--- config.mk ---
export PLATFORM = sky130hd
export DESIGN_NAME = q8_block_scaled_int8_matvec
export DESIGN_NICKNAME = d
export VERILOG_FILES = /design/src/rtl/qbmv_pkg.sv /design/src/rtl/qbmv_fifo.sv /design/src/rtl/qbmv_front.sv /design/src/rtl/qbmv_back.sv /design/src/rtl/q8_block_scaled_int8_matvec.sv
export SDC_FILE = /design/constraint.sdc
export NUM_CORES = 2
export LEC_CHECK = 0
export BUFFER_PORTS_ARGS = -buffer_cell sky130_fd_sc_hd__buf_4
export CAP_MARGIN = 25
export CORE_MARGIN = 2
export CORE_UTILIZATION = 30
export DETAILED_ROUTE_END_ITERATION = 12
export HOLD_SLACK_MARGIN = 0.15
export PLACE_DENSITY = 0.47
export SYNTH_ARGS = -nofsm -noshare
export SYNTH_HDL_FRONTEND = slang
export SYNTH_SLANG_ARGS = --single-unit
--- constraint.sdc ---
create_clock -name clk -period 11.2 [get_ports clk]
set_clock_uncertainty 0.1 [all_clocks]
set_input_delay 1.12 -clock clk [delete_from_list [all_inputs] [get_ports clk]]
set_output_delay 1.12 -clock clk [all_outputs]
set_load 0.005 [all_outputs]
--- src/rtl/qbmv_pkg.sv ---
// ----------------------------------------------------------------------------
// qbmv_pkg
// Shared types, constants and fp32 helper functions for the block-scaled
// int8 matrix-vector unit.
// ----------------------------------------------------------------------------
`default_nettype none

package qbmv_pkg;

	// default geometry
	localparam int BLOCK_ELEMS_DEF = 32;
	localparam int LANES_DEF       = 8;

	// queue depths
	localparam int BLK_Q_DEPTH = 4;
	localparam int OUT_Q_DEPTH = 2;

	// fixed field widths
	localparam int FP_W    = 32;
	localparam int HALF_W  = 16;
	localparam int CHUNK_W = 64;
	localparam int SIG_W   = 48;
	localparam int EXP_W   = 12;
	localparam int IDX_W   = 2;
	localparam int BPR_W   = 13;
	localparam int ROWS_W  = 17;

	// register indexes
	localparam logic [IDX_W-1:0] REG_ACT_SCALE = 2'd0;
	localparam logic [IDX_W-1:0] REG_BLOCKS    = 2'd1;
	localparam logic [IDX_W-1:0] REG_ROWS      = 2'd2;

	// fixed values
	localparam logic [FP_W-1:0]   FP_ONE    = 32'h3F80_0000;
	localparam logic [FP_W-1:0]   FP_QNAN   = 32'h7FC0_0000;
	localparam logic [BPR_W-1:0]  BPR_MAX   = 13'd4096;
	localparam logic [ROWS_W-1:0] ROWS_MAX  = 17'd65536;

	typedef enum logic [2:0] {
		BK_IDLE,
		BK_MUL,
		BK_ADD,
		BK_CVT,
		BK_NORM,
		BK_RND,
		BK_FIN
	} bk_state_t;

	typedef enum logic [1:0] {
		SP_NUM,
		SP_INF,
		SP_NAN
	} spec_t;

	// per-block control carried from front to back
	typedef struct packed {
		logic row_end;
		logic last_row;
	} blk_flags_t;

	// one finished row
	typedef struct packed {
		logic [FP_W-1:0] row_sum;
		logic            last_row;
	} row_res_t;

	// unpacked fp32 operand, subnormals carry exponent 1 and no hidden bit
	typedef struct packed {
		logic        s;
		logic [7:0]  e;
		logic [23:0] m;
		logic        nan;
		logic        inf;
		logic        zero;
	} fp_unp_t;

	function automatic fp_unp_t fp_unpack(input logic [FP_W-1:0] b);
		fp_unp_t u;
		u.s    = b[31];
		u.e    = (b[30:23] == 8'd0) ? 8'd1 : b[30:23];
		u.m    = {(b[30:23] != 8'd0), b[22:0]};
		u.nan  = (b[30:23] == 8'hFF) && (b[22:0] != 23'd0);
		u.inf  = (b[30:23] == 8'hFF) && (b[22:0] == 23'd0);
		u.zero = (b[30:0] == 31'd0);
		return u;
	endfunction

	// exact fp16 to fp32 widening
	function automatic logic [FP_W-1:0] half_to_single(input logic [HALF_W-1:0] h);
		logic       s;
		logic [4:0] e;
		logic [9:0] m;
		logic [3:0] p;
		logic [9:0] mm;
		logic [7:0] e32;
		s   = h[15];
		e   = h[14:10];
		m   = h[9:0];
		p   = 4'd0;
		mm  = 10'd0;
		e32 = 8'd0;
		for (int i = 0; i < 10; i++) begin
			if (m[i])
				p = 4'(i);
		end
		if (e == 5'd0) begin
			if (m == 10'd0)
				return {s, 31'd0};
			mm  = 10'(m << (4'd10 - p));
			e32 = 8'd103 + 8'(p);
			return {s, e32, mm, 13'd0};
		end
		if (e == 5'd31)
			return {s, 8'hFF, m, 13'd0};
		return {s, 8'(e) + 8'd112, m, 13'd0};
	endfunction

	// leading zero count of the working significand
	function automatic logic [5:0] lzc48(input logic [SIG_W-1:0] v);
		logic [5:0] z;
		z = 6'd48;
		for (int i = 0; i < SIG_W; i++) begin
			if (v[i])
				z = 6'(47 - i);
		end
		return z;
	endfunction

	// round to nearest even; sig has its leading one at bit 47 or is zero,
	// value = sig / 2^47 * 2^(e - 127)
	function automatic logic [FP_W-1:0] fp_round(
		input logic                    s,
		input logic signed [EXP_W-1:0] e,
		input logic [SIG_W-1:0]        sig
	);
		logic [2*SIG_W-1:0]    wide;
		logic [5:0]            sh;
		logic signed [EXP_W-1:0] ee;
		logic [23:0]           kept;
		logic                  g;
		logic                  st;
		logic                  inc;
		logic [24:0]           r;
		logic [7:0]            ef;
		logic [22:0]           fr;
		if (e >= 12'sd1)
			sh = 6'd0;
		else if (e < -12'sd60)
			sh = 6'd63;
		else
			sh = 6'(12'sd1 - e);
		wide = {sig, {SIG_W{1'b0}}} >> sh;
		ee   = (e >= 12'sd1) ? e : 12'sd1;
		kept = wide[95:72];
		g    = wide[71];
		st   = |wide[70:0];
		inc  = g & (st | kept[0]);
		r    = {1'b0, kept} + 25'(inc);
		if (r[24]) begin
			ee = ee + 12'sd1;
			fr = r[23:1];
			ef = 8'(ee);
		end else begin
			fr = r[22:0];
			ef = r[23] ? 8'(ee) : 8'd0;
		end
		if (ee >= 12'sd255)
			return {s, 8'hFF, 23'd0};
		return {s, ef, fr};
	endfunction

endpackage

`default_nettype wire

--- src/rtl/qbmv_fifo.sv ---
// ----------------------------------------------------------------------------
// qbmv_fifo
// Small register queue with push/full and pop/empty.
// ----------------------------------------------------------------------------
`default_nettype none

module qbmv_fifo #(
	parameter int WIDTH = 8,
	parameter int DEPTH = 2
) (
	input  wire logic             clk,
	input  wire logic             arst_n,
	input  wire logic             push,
	input  wire logic [WIDTH-1:0] wdata,
	output logic                  full,
	input  wire logic             pop,
	output logic [WIDTH-1:0]      rdata,
	output logic                  empty
);
	localparam int AW = (DEPTH > 1) ? $clog2(DEPTH) : 1;
	localparam int CW = $clog2(DEPTH + 1);

	logic [WIDTH-1:0] mem_q [DEPTH];
	logic [AW-1:0]    wr_q;
	logic [AW-1:0]    rd_q;
	logic [CW-1:0]    cnt_q;
	logic             do_push;
	logic             do_pop;

	assign full    = (cnt_q == CW'(DEPTH));
	assign empty   = (cnt_q == '0);
	assign do_push = push & ~full;
	assign do_pop  = pop & ~empty;
	assign rdata   = mem_q[rd_q];

	// storage
	always_ff @(posedge clk) begin
		if (do_push)
			mem_q[wr_q] <= wdata;
	end

	// pointers and fill count
	always_ff @(posedge clk or negedge arst_n) begin
		if (!arst_n) begin
			wr_q  <= '0;
			rd_q  <= '0;
			cnt_q <= '0;
		end else begin
			if (do_push)
				wr_q <= (wr_q == AW'(DEPTH - 1)) ? '0 : wr_q + AW'(1);
			if (do_pop)
				rd_q <= (rd_q == AW'(DEPTH - 1)) ? '0 : rd_q + AW'(1);
			case ({do_push, do_pop})
				2'b10:   cnt_q <= cnt_q + CW'(1);
				2'b01:   cnt_q <= cnt_q - CW'(1);
				default: cnt_q <= cnt_q;
			endcase
		end
	end

endmodule

`default_nettype wire

--- src/rtl/qbmv_front.sv ---
// ----------------------------------------------------------------------------
// qbmv_front
// Takes one chunk per cycle while the queue has room, sums int8 lane products
// into the block dot, tracks block and row position, queues finished blocks.
// ----------------------------------------------------------------------------
`default_nettype none

module qbmv_front #(
	parameter int LANES = 8,
	parameter int CPB   = 4,
	parameter int DOT_W = 21
) (
	input  wire logic                            clk,
	input  wire logic                            arst_n,
	input  wire logic                            push,
	output logic                                 full,
	input  wire logic [qbmv_pkg::CHUNK_W-1:0]    activation_chunk,
	input  wire logic [qbmv_pkg::CHUNK_W-1:0]    weight_chunk,
	input  wire logic [qbmv_pkg::HALF_W-1:0]     block_scale_half,
	input  wire logic [qbmv_pkg::BPR_W-1:0]      blocks_per_row,
	input  wire logic [qbmv_pkg::ROWS_W-1:0]     row_count,
	output logic                                 rec_push,
	output logic [qbmv_pkg::HALF_W+DOT_W+1:0]    rec_data,
	input  wire logic                            rec_full
);
	import qbmv_pkg::*;

	localparam int CW        = (CPB > 1) ? $clog2(CPB) : 1;
	localparam int ACT_LANES = (LANES > 8) ? 8 : LANES;

	logic [CW-1:0]           chunk_q;
	logic [BPR_W-2:0]        block_q;
	logic [ROWS_W-2:0]       row_q;
	logic signed [DOT_W-1:0] dot_q;
	logic [HALF_W-1:0]       scale_q;

	logic                    accept;
	logic                    first_chunk;
	logic                    last_chunk;
	logic                    row_end;
	logic                    last_row;
	logic signed [DOT_W-1:0] part;
	logic signed [DOT_W-1:0] dot_new;
	logic [HALF_W-1:0]       scale_cur;
	blk_flags_t              flags;

	assign full        = rec_full;
	assign accept      = push & ~rec_full;
	assign first_chunk = (chunk_q == '0);
	assign last_chunk  = (chunk_q == CW'(CPB - 1));
	assign row_end     = ({1'b0, block_q} + BPR_W'(1)) >= blocks_per_row;
	assign last_row    = ({1'b0, row_q} + ROWS_W'(1)) >= row_count;

	// lane products summed for this chunk
	always_comb begin
		part = '0;
		for (int i = 0; i < ACT_LANES; i++) begin
			part = part + DOT_W'($signed(activation_chunk[8*i +: 8]) *
				$signed(weight_chunk[8*i +: 8]));
		end
	end

	assign dot_new   = (first_chunk ? '0 : dot_q) + part;
	assign scale_cur = first_chunk ? block_scale_half : scale_q;

	// block record to the back end
	assign flags.row_end  = row_end;
	assign flags.last_row = last_row;
	assign rec_push       = accept & last_chunk;
	assign rec_data       = {scale_cur, dot_new, flags};

	// partial block dot and held scale
	always_ff @(posedge clk) begin
		if (accept) begin
			dot_q   <= dot_new;
			scale_q <= scale_cur;
		end
	end

	// chunk, block and row position
	always_ff @(posedge clk or negedge arst_n) begin
		if (!arst_n) begin
			chunk_q <= '0;
			block_q <= '0;
			row_q   <= '0;
		end else if (accept) begin
			chunk_q <= last_chunk ? '0 : chunk_q + CW'(1);
			if (last_chunk) begin
				block_q <= row_end ? '0 : block_q + 12'd1;
				if (row_end)
					row_q <= last_row ? '0 : row_q + 16'd1;
			end
		end
	end

endmodule

`default_nettype wire

--- src/rtl/qbmv_back.sv ---
// ----------------------------------------------------------------------------
// qbmv_back
// Per-block fp32 sequence: scale product, dot conversion, term product and
// row accumulation, through one shared multiply/add, normalize and round
// path. Emits the row value at each row end.
// ----------------------------------------------------------------------------
`default_nettype none

module qbmv_back #(
	parameter int DOT_W = 21
) (
	input  wire logic                          clk,
	input  wire logic                          arst_n,
	input  wire logic                          rec_empty,
	output logic                               rec_pop,
	input  wire logic [qbmv_pkg::HALF_W+DOT_W+1:0] rec_data,
	input  wire logic [qbmv_pkg::FP_W-1:0]     act_scale,
	input  wire logic                          out_full,
	output logic                               out_push,
	output qbmv_pkg::row_res_t                 out_data
);
	import qbmv_pkg::*;

	bk_state_t               state_q;
	bk_state_t               state_d;
	logic [1:0]              phase_q;
	blk_flags_t              flags_q;
	logic signed [DOT_W-1:0] dot_q;
	logic [FP_W-1:0]         op_a_q;
	logic [FP_W-1:0]         op_b_q;
	logic                    sign_q;
	logic signed [EXP_W-1:0] exp_q;
	logic [SIG_W-1:0]        sig_q;
	spec_t                   spec_q;
	logic [FP_W-1:0]         acc_q;

	// record fields
	logic [HALF_W-1:0]       rec_scale;
	logic signed [DOT_W-1:0] rec_dot;
	blk_flags_t              rec_flags;

	// datapath terms
	fp_unp_t                 ua;
	fp_unp_t                 ub;
	logic                    mul_sign;
	logic signed [EXP_W-1:0] mul_exp;
	logic [SIG_W-1:0]        mul_sig;
	spec_t                   mul_spec;
	fp_unp_t                 big;
	fp_unp_t                 sml;
	logic [7:0]              ediff;
	logic [53:0]             al_wide;
	logic [26:0]             al_sml;
	logic [27:0]             add_sum;
	logic                    add_sign;
	spec_t                   add_spec;
	logic [DOT_W-1:0]        dot_mag;
	logic [5:0]              lz;
	logic [FP_W-1:0]         rnd_res;

	assign {rec_scale, rec_dot, rec_flags} = rec_data;

	// multiply step
	always_comb begin
		ua       = fp_unpack(op_a_q);
		ub       = fp_unpack(op_b_q);
		mul_sign = ua.s ^ ub.s;
		mul_sig  = ua.m * ub.m;
		mul_exp  = $signed({4'd0, ua.e}) + $signed({4'd0, ub.e}) - 12'sd126;
		if (ua.nan || ub.nan || (ua.inf && ub.zero) || (ub.inf && ua.zero))
			mul_spec = SP_NAN;
		else if (ua.inf || ub.inf)
			mul_spec = SP_INF;
		else
			mul_spec = SP_NUM;
	end

	// add step: align the smaller operand, keep guard, round and sticky
	always_comb begin
		if ({ua.e, ua.m} >= {ub.e, ub.m}) begin
			big = ua;
			sml = ub;
		end else begin
			big = ub;
			sml = ua;
		end
		ediff   = big.e - sml.e;
		al_wide = {sml.m, 3'd0, 27'd0} >> ediff;
		if (ediff >= 8'd27)
			al_sml = {26'd0, |sml.m};
		else
			al_sml = {al_wide[53:28], al_wide[27] | (|al_wide[26:0])};
		if (big.s == sml.s)
			add_sum = {1'b0, big.m, 3'd0} + {1'b0, al_sml};
		else
			add_sum = {1'b0, big.m, 3'd0} - {1'b0, al_sml};
		add_sign = (add_sum == 28'd0) ? (ua.s & ub.s) : big.s;
		if (ua.nan || ub.nan || (ua.inf && ub.inf && (ua.s != ub.s)))
			add_spec = SP_NAN;
		else if (ua.inf || ub.inf)
			add_spec = SP_INF;
		else
			add_spec = SP_NUM;
	end

	// conversion, normalize and round terms
	assign dot_mag = rec_dot_sel(dot_q);
	assign lz      = lzc48(sig_q);

	function automatic logic [DOT_W-1:0] rec_dot_sel(input logic signed [DOT_W-1:0] d);
		return d[DOT_W-1] ? DOT_W'(-d) : DOT_W'(d);
	endfunction

	always_comb begin
		unique case (spec_q)
			SP_NAN:  rnd_res = FP_QNAN;
			SP_INF:  rnd_res = {sign_q, 8'hFF, 23'd0};
			default: rnd_res = fp_round(sign_q, exp_q, sig_q);
		endcase
	end

	// next state
	always_comb begin
		state_d = state_q;
		unique case (state_q)
			BK_IDLE: if (!rec_empty) state_d = BK_MUL;
			BK_MUL:  state_d = BK_NORM;
			BK_ADD:  state_d = BK_NORM;
			BK_CVT:  state_d = BK_NORM;
			BK_NORM: state_d = BK_RND;
			BK_RND: begin
				case (phase_q)
					2'd0:    state_d = BK_CVT;
					2'd1:    state_d = BK_MUL;
					2'd2:    state_d = BK_ADD;
					default: state_d = flags_q.row_end ? BK_FIN : BK_IDLE;
				endcase
			end
			BK_FIN:  if (!out_full) state_d = BK_IDLE;
			default: state_d = BK_IDLE;
		endcase
	end

	// handshake outputs
	always_comb begin
		rec_pop  = 1'b0;
		out_push = 1'b0;
		unique case (state_q)
			BK_IDLE: rec_pop  = ~rec_empty;
			BK_FIN:  out_push = ~out_full;
			default: ;
		endcase
	end

	assign out_data.row_sum  = acc_q;
	assign out_data.last_row = flags_q.last_row;

	// control state and row accumulator
	always_ff @(posedge clk or negedge arst_n) begin
		if (!arst_n) begin
			state_q <= BK_IDLE;
			phase_q <= 2'd0;
			acc_q   <= '0;
		end else begin
			state_q <= state_d;
			if (state_q == BK_IDLE)
				phase_q <= 2'd0;
			else if (state_q == BK_RND)
				phase_q <= phase_q + 2'd1;
			if (state_q == BK_RND && phase_q == 2'd3)
				acc_q <= rnd_res;
			else if (out_push)
				acc_q <= '0;
		end
	end

	// operand and working registers
	always_ff @(posedge clk) begin
		unique case (state_q)
			BK_IDLE: begin
				if (!rec_empty) begin
					flags_q <= rec_flags;
					dot_q   <= rec_dot;
					op_a_q  <= half_to_single(rec_scale);
					op_b_q  <= act_scale;
				end
			end
			BK_MUL: begin
				sign_q <= mul_sign;
				exp_q  <= mul_exp;
				sig_q  <= mul_sig;
				spec_q <= mul_spec;
			end
			BK_ADD: begin
				sign_q <= add_sign;
				exp_q  <= $signed({4'd0, big.e}) + 12'sd1;
				sig_q  <= {add_sum, 20'd0};
				spec_q <= add_spec;
			end
			BK_CVT: begin
				sign_q <= dot_q[DOT_W-1];
				exp_q  <= $signed(EXP_W'(126 + DOT_W));
				sig_q  <= {dot_mag, {(SIG_W - DOT_W){1'b0}}};
				spec_q <= SP_NUM;
			end
			BK_NORM: begin
				// a zero significand gets the smallest exponent
				if (sig_q == '0) begin
					exp_q <= 12'sd0;
				end else begin
					exp_q <= exp_q - $signed({6'd0, lz});
					sig_q <= sig_q << lz;
				end
			end
			BK_RND: begin
				case (phase_q)
					2'd0: op_a_q <= rnd_res;
					2'd1: op_b_q <= rnd_res;
					2'd2: begin
						op_a_q <= acc_q;
						op_b_q <= rnd_res;
					end
					default: ;
				endcase
			end
			default: ;
		endcase
	end

endmodule

`default_nettype wire

--- src/rtl/q8_block_scaled_int8_matvec.sv ---
// ----------------------------------------------------------------------------
// q8_block_scaled_int8_matvec
// Block-scaled int8 matrix-vector unit: int8 chunk dots per block, fp32 row
// accumulation, one result per row.
// ----------------------------------------------------------------------------
// The front end takes one chunk every cycle while the block queue has room
// and sums its lane products into the integer block dot; each finished block
// goes into a four-entry queue. The back end works one block at a time
// through a shared fp32 multiply/add, normalize and round path, and takes no
// new block before it is through with the last one; when a block closes a
// row, the row value is pushed to the two-entry result queue. In a long
// stream the back end therefore sets the pace of the chunks, and a full
// queue holds them back. Any NaN row value comes out as 0x7FC00000.
// Configuration is written through the cfg port, which is always ready;
// write it only while the unit is idle.
// ----------------------------------------------------------------------------
`default_nettype none

module q8_block_scaled_int8_matvec #(
	parameter int BLOCK_ELEMS = qbmv_pkg::BLOCK_ELEMS_DEF,
	parameter int LANES       = qbmv_pkg::LANES_DEF
) (
	input  wire logic                         clk,
	input  wire logic                         arst_n,
	input  wire logic                         cfg_valid,
	output logic                              cfg_ready,
	input  wire logic [qbmv_pkg::IDX_W-1:0]   cfg_index,
	input  wire logic [qbmv_pkg::FP_W-1:0]    cfg_data,
	input  wire logic                         push,
	output logic                              full,
	input  wire logic [qbmv_pkg::CHUNK_W-1:0] activation_chunk,
	input  wire logic [qbmv_pkg::CHUNK_W-1:0] weight_chunk,
	input  wire logic [qbmv_pkg::HALF_W-1:0]  block_scale_half,
	input  wire logic                         pop,
	output logic                              empty,
	output logic [qbmv_pkg::FP_W-1:0]         row_sum,
	output logic                              last_row
);
	import qbmv_pkg::*;

	localparam int CPB       = (BLOCK_ELEMS / LANES == 0) ? 1 : BLOCK_ELEMS / LANES;
	localparam int ACT_LANES = (LANES > 8) ? 8 : LANES;
	localparam int DOT_W     = $clog2(CPB * ACT_LANES * 16384 + 1) + 1;
	localparam int REC_W     = HALF_W + DOT_W + 2;

	logic [FP_W-1:0]   act_scale_q;
	logic [BPR_W-1:0]  bpr_q;
	logic [ROWS_W-1:0] rows_q;
	logic [BPR_W-1:0]  bpr_in;
	logic [ROWS_W-1:0] rows_in;
	logic              cfg_we;

	logic              rec_push;
	logic              rec_pop;
	logic              rec_full;
	logic              rec_empty;
	logic [REC_W-1:0]  rec_wdata;
	logic [REC_W-1:0]  rec_rdata;

	logic              out_push;
	logic              out_full;
	row_res_t          out_wdata;
	row_res_t          out_rdata;

	// configuration registers, counts clamped on write
	assign cfg_ready = 1'b1;
	assign cfg_we    = cfg_valid & cfg_ready;
	assign bpr_in    = cfg_data[BPR_W-1:0];
	assign rows_in   = cfg_data[ROWS_W-1:0];

	always_ff @(posedge clk or negedge arst_n) begin
		if (!arst_n) begin
			act_scale_q <= FP_ONE;
			bpr_q       <= BPR_W'(1);
			rows_q      <= ROWS_W'(1);
		end else if (cfg_we) begin
			unique case (cfg_index)
				REG_ACT_SCALE: act_scale_q <= cfg_data;
				REG_BLOCKS: begin
					if (bpr_in == '0)
						bpr_q <= BPR_W'(1);
					else if (bpr_in > BPR_MAX)
						bpr_q <= BPR_MAX;
					else
						bpr_q <= bpr_in;
				end
				REG_ROWS: begin
					if (rows_in == '0)
						rows_q <= ROWS_W'(1);
					else if (rows_in > ROWS_MAX)
						rows_q <= ROWS_MAX;
					else
						rows_q <= rows_in;
				end
				default: ;
			endcase
		end
	end

	qbmv_front #(
		.LANES (LANES),
		.CPB   (CPB),
		.DOT_W (DOT_W)
	) u_front (
		.clk              (clk),
		.arst_n           (arst_n),
		.push             (push),
		.full             (full),
		.activation_chunk (activation_chunk),
		.weight_chunk     (weight_chunk),
		.block_scale_half (block_scale_half),
		.blocks_per_row   (bpr_q),
		.row_count        (rows_q),
		.rec_push         (rec_push),
		.rec_data         (rec_wdata),
		.rec_full         (rec_full)
	);

	qbmv_fifo #(
		.WIDTH (REC_W),
		.DEPTH (BLK_Q_DEPTH)
	) u_blk_q (
		.clk    (clk),
		.arst_n (arst_n),
		.push   (rec_push),
		.wdata  (rec_wdata),
		.full   (rec_full),
		.pop    (rec_pop),
		.rdata  (rec_rdata),
		.empty  (rec_empty)
	);

	qbmv_back #(
		.DOT_W (DOT_W)
	) u_back (
		.clk       (clk),
		.arst_n    (arst_n),
		.rec_empty (rec_empty),
		.rec_pop   (rec_pop),
		.rec_data  (rec_rdata),
		.act_scale (act_scale_q),
		.out_full  (out_full),
		.out_push  (out_push),
		.out_data  (out_wdata)
	);

	qbmv_fifo #(
		.WIDTH ($bits(row_res_t)),
		.DEPTH (OUT_Q_DEPTH)
	) u_out_q (
		.clk    (clk),
		.arst_n (arst_n),
		.push   (out_push),
		.wdata  (out_wdata),
		.full   (out_full),
		.pop    (pop),
		.rdata  (out_rdata),
		.empty  (empty)
	);

	assign row_sum  = out_rdata.row_sum;
	assign last_row = out_rdata.last_row;

	// block records only enter a queue with room
	assert property (@(posedge clk) disable iff (!arst_n) rec_push |-> !rec_full)
		else $error("block record pushed into full queue");

	// row values only enter a queue with room
	assert property (@(posedge clk) disable iff (!arst_n) out_push |-> !out_full)
		else $error("row value pushed into full result queue");

	// a block record is taken only when the back end is free and one waits
	assert property (@(posedge clk) disable iff (!arst_n) rec_pop |-> !rec_empty)
		else $error("block record taken from empty queue");

endmodule

`default_nettype wire
# Yosys cells after proc, flatten, opt, wreduce, memory -nomap -nowiden
# Memories as Yosys holds them, arrays and structs flattened.
# Cells that the tools add are included.
[word_totals]
ramBits = 222
regBits = 327
output_inout_bits = 36
memories = 2
elab_cells = 334
[op_classes]
shift = 4
multipliers = 9
mux = 143
eq_ne = 32
n_bitwise = 15
reduce_logical = 58
add_sub_neg = 36
n_lt_le_gt_ge = 9
[mem_list]
columns = ["memory", "depth", "word_bits", "rd", "rd_ports_with_merged_regs", "write_ports", "line_no", "text"]
rows = [
  ["u_blk_q.mem_q", 4, 39, 1, 0, 1, "qbmv_fifo.sv:23", "logic [WIDTH-1:0] mem_q [DEPTH];"],
  ["u_out_q.mem_q", 2, 33, 1, 0, 1, "qbmv_fifo.sv:23", ""],
]
[ops]
columns = ["op", "n"]
rows = [
  ["$mux W32", 13],
  ["$pmux W32 S2", 4],
  ["$mux W6", 35],
  ["$pmux W48 S4", 1],
  ["$add A21 B21 Y21", 8],
  ["$mul A8 B8 Y16", 8],
  ["$shr A96 B6 Y96", 1],
  ["$mux W5", 16],
  ["$mux W36", 2],
  ["$reduce_or A71 Y1", 1],
  ["$logic_not A31 Y1", 2],
  ["$mux W12", 5],
  ["$shr A54 B8 Y54", 1],
  ["$logic_not A48 Y1", 1],
  ["$mul A24 B24 Y48", 1],
  ["$mux W48", 1],
  ["$pmux W12 S4", 1],
  ["$shl A48 B6 Y48", 1],
  ["$logic_not A23 Y1", 2],
  ["$reduce_bool A23 Y1", 2],
  ["$mux W21", 2],
  ["$mux W17", 2],
  ["$ge A32 B32 Y1", 1],
  ["$mux W16", 2],
  ["82 further kinds", 193],
]

# Logic depth before layout (Yosys ltp)
[depth]
word_depth = 51
ltp_mapped = 54
depth_no_buf = 45

# Cells and area by module
# A second synthesis with hierarchy kept.
[unflattened]
cells_unflattened = 8438
area_unflattened_um2 = 80462.2
[by_module_without_submodules]
columns = ["module", "area_per_inst_um2", "cells_each", "instances"]
rows = [
  ["qbmv_back", 41334.6, 5130, 1],
  ["qbmv_front", 27747.9, 2737, 1],
  ["qbmv_fifo (u_blk_q)", 6124.6, 244, 1],
  ["qbmv_fifo (u_out_q)", 2730.1, 121, 1],
  ["q8_block_scaled_int8_matvec", 2524.9, 206, 1],
]

# Least setup slack after synthesis
# Ideal clock, no wire load.
[synth_path]
path_type = "register -> register"
from = "register u_back.op_a_q[24]"
to = "register u_back.sign_q, data pin"
stages_incl_launch_ff = 51
period_less_slack_ns = 9.744
n_path_buf = 9
arrival_ns = 9.382
setup_slack_ns = 1.456
setup_time_ns = 0.262
required_ns = 10.838
path_cell_list = "edfxtp_1 > nor4_4 > nand2_1 > clkbuf_1 > ha_1 > nand4b_1 > nor4_4 > o211ai_2 > a31o_4 > buf_2 > nand2_2 > buf_4 > buf_2 > buf_2 > clkbuf_1 > clkbuf_1 > a21oi_1 > ha_1 > (+15 left out) > a21oi_1 > o21bai_1 > a21oi_1 > o21bai_1 > a21oi_1 > o21ai_0 > a21oi_1 > o21ai_0 > a31oi_1 > a221oi_1 > a221o_1 > and2_1 > a41oi_1 > xnor2_1 > and4bb_1 > nand4_1 > o41ai_1 > o21ai_1"
[synth_via]
elab_chain_cells = 14
[synth_rtl]
columns = ["item", "line_no", "text"]
rows = [
  ["start: declaration", "qbmv_back.sv:29", "logic [FP_W-1:0] op_a_q;"],
  ["start signal: assignment", "qbmv_back.sv:184", "op_a_q <= half_to_single(rec_scale);"],
  ["start signal: assignment", "qbmv_back.sv:217", "2'd0: op_a_q <= rnd_res;"],
  ["start signal: assignment", "qbmv_back.sv:220", "op_a_q <= acc_q;"],
  ["$logic_not A8 Y1", "qbmv_pkg.sv:80", "u.e = (b[30:23] == 8'd0) ? 8'd1 : b[30:23];"],
  ["$mux W8", "qbmv_pkg.sv:80", ""],
  ["$ge A32 B32 Y1", "qbmv_back.sv:80", "if ({ua.e, ua.m} >= {ub.e, ub.m}) begin"],
  ["$mux W36", "qbmv_back.sv:80", ""],
  ["$sub A8 B8 Y8", "qbmv_back.sv:87", "ediff = big.e - sml.e;"],
  ["$shr A54 B8 Y54", "qbmv_back.sv:88", "al_wide = {sml.m, 3'd0, 27'd0} >> ediff;"],
  ["$reduce_or A27 Y1", "qbmv_back.sv:92", "al_sml = {al_wide[53:28], al_wide[27] | (|al_wide[26:0])};"],
  ["$or A1 B1 Y1", "qbmv_back.sv:92", ""],
  ["$mux W27", "qbmv_back.sv:89", "if (ediff >= 8'd27)"],
  ["$sub A27 B27 Y28 or $add A27 B27 Y28 (tied branches)", "qbmv_back.sv:96, qbmv_back.sv:94", ""],
  ["$mux W28", "qbmv_back.sv:93", "if (big.s == sml.s)"],
  ["$logic_not A28 Y1", "qbmv_back.sv:97", "add_sign = (add_sum == 28'd0) ? (ua.s & ub.s) : big.s;"],
  ["$mux W1 *", "qbmv_back.sv:97", ""],
  ["$pmux W1 S3 *", "qbmv_back.sv:179", "unique case (state_q)"],
  ["end signal: assignment", "qbmv_back.sv:189", "sign_q <= mul_sign;"],
  ["end signal: assignment", "qbmv_back.sv:195", "sign_q <= add_sign;"],
  ["end signal: assignment", "qbmv_back.sv:201", "sign_q <= dot_q[DOT_W-1];"],
  ["end: declaration", "qbmv_back.sv:31", "logic sign_q;"],
]
# Every way passes the cells marked *; elsewhere a longest branch is shown, timed or not.
# A chain may end at the register's enable or synchronous reset.

# Final worst setup path
[layout_path]
from = "register u_back.op_b_q[24]"
to = "register u_back.sign_q, data pin"
[layout_via]
elab_chain_cells = 14
[layout_rtl]
columns = ["item", "line_no", "text"]
rows = [
  ["start: declaration", "qbmv_back.sv:30", "logic [FP_W-1:0] op_b_q;"],
  ["start signal: assignment", "qbmv_back.sv:185", "op_b_q <= act_scale;"],
  ["start signal: assignment", "qbmv_back.sv:218", "2'd1: op_b_q <= rnd_res;"],
  ["start signal: assignment", "qbmv_back.sv:221", "op_b_q <= rnd_res;"],
  ["$logic_not A8 Y1", "qbmv_pkg.sv:80", ""],
  ["$mux W8", "qbmv_pkg.sv:80", ""],
  ["$ge A32 B32 Y1", "qbmv_back.sv:80", ""],
  ["$mux W36", "qbmv_back.sv:80", ""],
  ["$sub A8 B8 Y8", "qbmv_back.sv:87", ""],
  ["$shr A54 B8 Y54", "qbmv_back.sv:88", ""],
  ["$reduce_or A27 Y1", "qbmv_back.sv:92", ""],
  ["$or A1 B1 Y1", "qbmv_back.sv:92", ""],
  ["$mux W27", "qbmv_back.sv:89", ""],
  ["$sub A27 B27 Y28 or $add A27 B27 Y28 (tied branches)", "qbmv_back.sv:96, qbmv_back.sv:94", ""],
  ["$mux W28", "qbmv_back.sv:93", ""],
  ["$logic_not A28 Y1", "qbmv_back.sv:97", ""],
  ["$mux W1 *", "qbmv_back.sv:97", ""],
  ["$pmux W1 S3 *", "qbmv_back.sv:179", ""],
]
# Marks and branches as above.

==> results.sh <==
export IMPL_status="complete, no violations"
export IMPL_rows=189
export IMPL_period_needed_ns=10.36
export IMPL_synth_cells=8471
export IMPL_drive_gt1_share_pct=9.24
export IMPL_fin_setup_tns_ns=0
export IMPL_grt_overflow=0
export IMPL_first_global_vias=64400
export IMPL_via_per_inst=5.04
export IMPL_max_freq_mhz=96.6
export IMPL_crit_type="flip-flop to flip-flop"
export IMPL_grt_pass1_wl_mm=416
export IMPL_drt_iter0_markers=4286
export IMPL_cts_max_path_buffers=3
export IMPL_worstPathRequired_ns=11.52
export IMPL_holdCritStartpoint="rows_q[0]"
export IMPL_path_clk_slew_ns=0.07
export IMPL_vias=61000
export IMPL_dpl_cell_count=12000
export IMPL_hold_class="flip-flop to flip-flop"
export IMPL_nNetsFinal=10400
export IMPL_h_tree_depth=2
export IMPL_portBuffers=217
export IMPL_routed_wirelength_mm=275
export IMPL_async_reset_ff_share_pct=25.5
export IMPL_syn_cell_area_um2=79500
export IMPL_hold_viol=0
export IMPL_clk_latency_ns=0.68
export IMPL_coreArea_um2=264000
export IMPL_grt_max_degree=86
export IMPL_fin_crit_sh_pct=92.5
export IMPL_worst_pin_slew_ns=1.25
export IMPL_yosysSeqAreaShare_pct=19.9
export IMPL_crit_arrival_ns=10.68
export IMPL_die_height_um=519
export IMPL_stdcell_count=12100
export IMPL_yosys_warnings=0
export IMPL_crit_fanout=24
export IMPL_cts_sinks=549
export IMPL_ctsRootBufferMaster="clkbuf_16"
export IMPL_synth_enable_flop_cells=409
export IMPL_synth_seq_cells=549
export IMPL_area_growth_pct=9.98
export IMPL_die_area_um2=269000
export IMPL_cap_violations=0
export IMPL_cp_slowest_cell="o22ai_1"
export IMPL_dp_hpwl_mm=224
export IMPL_worstSetupStartpointType="flip-flop"
export IMPL_place_congestion=0.985
export IMPL_r2r_start="u_back.op_b_q[24]"
export IMPL_netlist_cell_type_count=108
export IMPL_cts_tree="yes"
export IMPL_min_path_cells=2
export IMPL_ios=219
export IMPL_crit_family="compound AO/OA/AOI/OAI gates"
export IMPL_postCtsSetupBuffers=0
export IMPL_cts_resized=0
export IMPL_crit_start="u_back.op_b_q[24]"
export IMPL_syn_nets=10300
export IMPL_setup_viol_count_final=0
export IMPL_cts_hold_buf=0
export IMPL_critical_path_buf_inv_count=5
export IMPL_rsz0062_at_grt="no"
export IMPL_cts_buffers_inserted=56
export IMPL_critPathMaxStageDelay_ns=0.47
export IMPL_track_usage_pct=20.2
export IMPL_endpoint_kind="flip-flop"
export IMPL_die_width_um=519
export IMPL_path_depth=44
export IMPL_max_slew_margin_pct=16.1
export IMPL_synth_avg_cell_area_um2=9.39
export IMPL_firstDrtPassIters=6
export IMPL_r2r_cells=44
export IMPL_postRouteAntennaNets=0
export IMPL_initial_core_util_pct=30.1
export IMPL_wl_per_cell_um=22.7
export IMPL_ys_flop_type="edfxtp_1"
export IMPL_post_route_drc_count=0
export IMPL_slew_violations=0
export IMPL_antenna_found_initial=13
==> state kept, by name (all words and copies together) (netlist names), 3 cells and up <==
| register | cells |
|---|---|
| u_blk_q.mem_q | 156 |
| u_out_q.mem_q | 66 |
| u_back.sig_q | 48 |
| act_scale_q | 32 |
| u_back.acc_q | 32 |
| u_back.op_a_q | 32 |
| u_back.op_b_q | 32 |
| u_back.dot_q | 21 |
| u_front.dot_q | 21 |
| rows_q | 17 |
| u_front.row_q | 16 |
| u_front.scale_q | 16 |
| bpr_q | 13 |
| u_back.exp_q | 12 |
| u_front.block_q | 12 |
| u_back.state_q | 3 |
| u_blk_q.cnt_q | 3 |
==> cell type report <==
class | instances | area (um2)
Multi-Input combinational cell | 6097 | 56900
Tap cell | 3533 | 4420
Fill cell | 27700 | 177000
Clock inverter | 36 | 444
Timing Repair Buffer | 404 | 3110
Clock buffer | 68 | 1500
Sequential cell | 549 | 15800
Inverter | 1410 | 5290
Antenna cell | 7 | 17.5
==> worst min-delay path, delay by kind of cell, from the launching register on <==
kind	cells	cell delay (ns)
compound gates	1	0.07
flops	1	0.37
simple gates	1	0.04
==> worst paths after layout <==
check	to	slack (ns)
min in group asynchronous	u_front.row_q[3]	0.40
setup reg to reg	u_back.sign_q	0.84
max in group asynchronous	u_blk_q.rd_q[1]	9.13
hold / removal	rows_q[0]	0.39
setup / recovery	u_back.sign_q	0.84
hold reg to reg	rows_q[0]	0.39
==> kinds of logic (layout without fill, tap and decap cells) <==
kind of cell / after synthesis / count (layout) / synth area share, %
buf+inv: 1825 / 1918 / 8.78
fa+ha+maj: 1657 / 1657 / 36.0
other cells: 1 / 8 / 0.00472
xor+xnor: 329 / 329 / 3.62
compound gates: 1283 / 1283 / 10.5
simple gates: 2402 / 2402 / 14.7
mux: 425 / 425 / 6.52
flops: 549 / 549 / 19.9
==> cell usage after synthesis, types with 86 or more instances <==
library cell,instances,share of area [%]
inv_1,1404,6.6
nand2b_1,126,0.99
edfxtp_1,409,15
xor2_1,86,0.95
ha_1,605,9.5
dfrtp_1,131,4.1
fa_1,1051,26
o21ai_0,325,2.0
mux2_2,124,1.8
nand2_1,962,4.5
nand3_1,125,0.79
and2_1,479,3.8
nor3_1,106,0.67
a21oi_1,320,2.0
nor2_1,345,1.6
mux2i_1,238,3.0
clkbuf_1,330,1.6
xnor2_1,243,2.7
==> cells in the final DEF (no fill, tap or decap), types with 31 or more instances in the layout <==
master,n
mux2i_1,238
nand2_1,961
and3_1,39
nand2b_1,126
mux4_2,62
ha_1,603
a21oi_1,317
or3_1,31
a31oi_1,38
dfrtp_1,128
xnor2_1,243
nand3_1,125
o31ai_1,32
o211ai_1,34
mux2_2,124
nor2b_1,51
inv_1,1404
buf_4,395
xor2_1,86
o21bai_1,84
nor2_1,341
clkbuf_16,57
fa_1,1051
a21o_1,80
a211oi_1,49
nor4_1,38
o22ai_1,38
edfxtp_1,409
and2_1,479
nor3_1,102
o21ai_0,324
==> per-stage QoR <==
step | hold WS [ns] | cell area (um2) | utilization [%] | setup slack (ns)
global placement | 0.363 | 85400 | 32.3 | 1.18
global route | 0.409 | 87400 | 33.1 | 0.288
CTS | 0.396 | 87400 | 33.1 | 1.14
finish | 0.390 | 87400 | 33.1 | 0.845
detailed placement | 0.376 | 85500 | 32.3 | 1.20
floorplan | 0.321 | 79500 | - | 1.46
==> per-layer routing <==
metal	wire, um	GRT usage (%)
met1	114000	25.6
met2	134000	35.1
met3	14600	2.50
met4	11900	7.61
met5	61	0
Power is not shown: default switching activity piles up to over one toggle a cycle in this logic, so the estimate is an artifact.
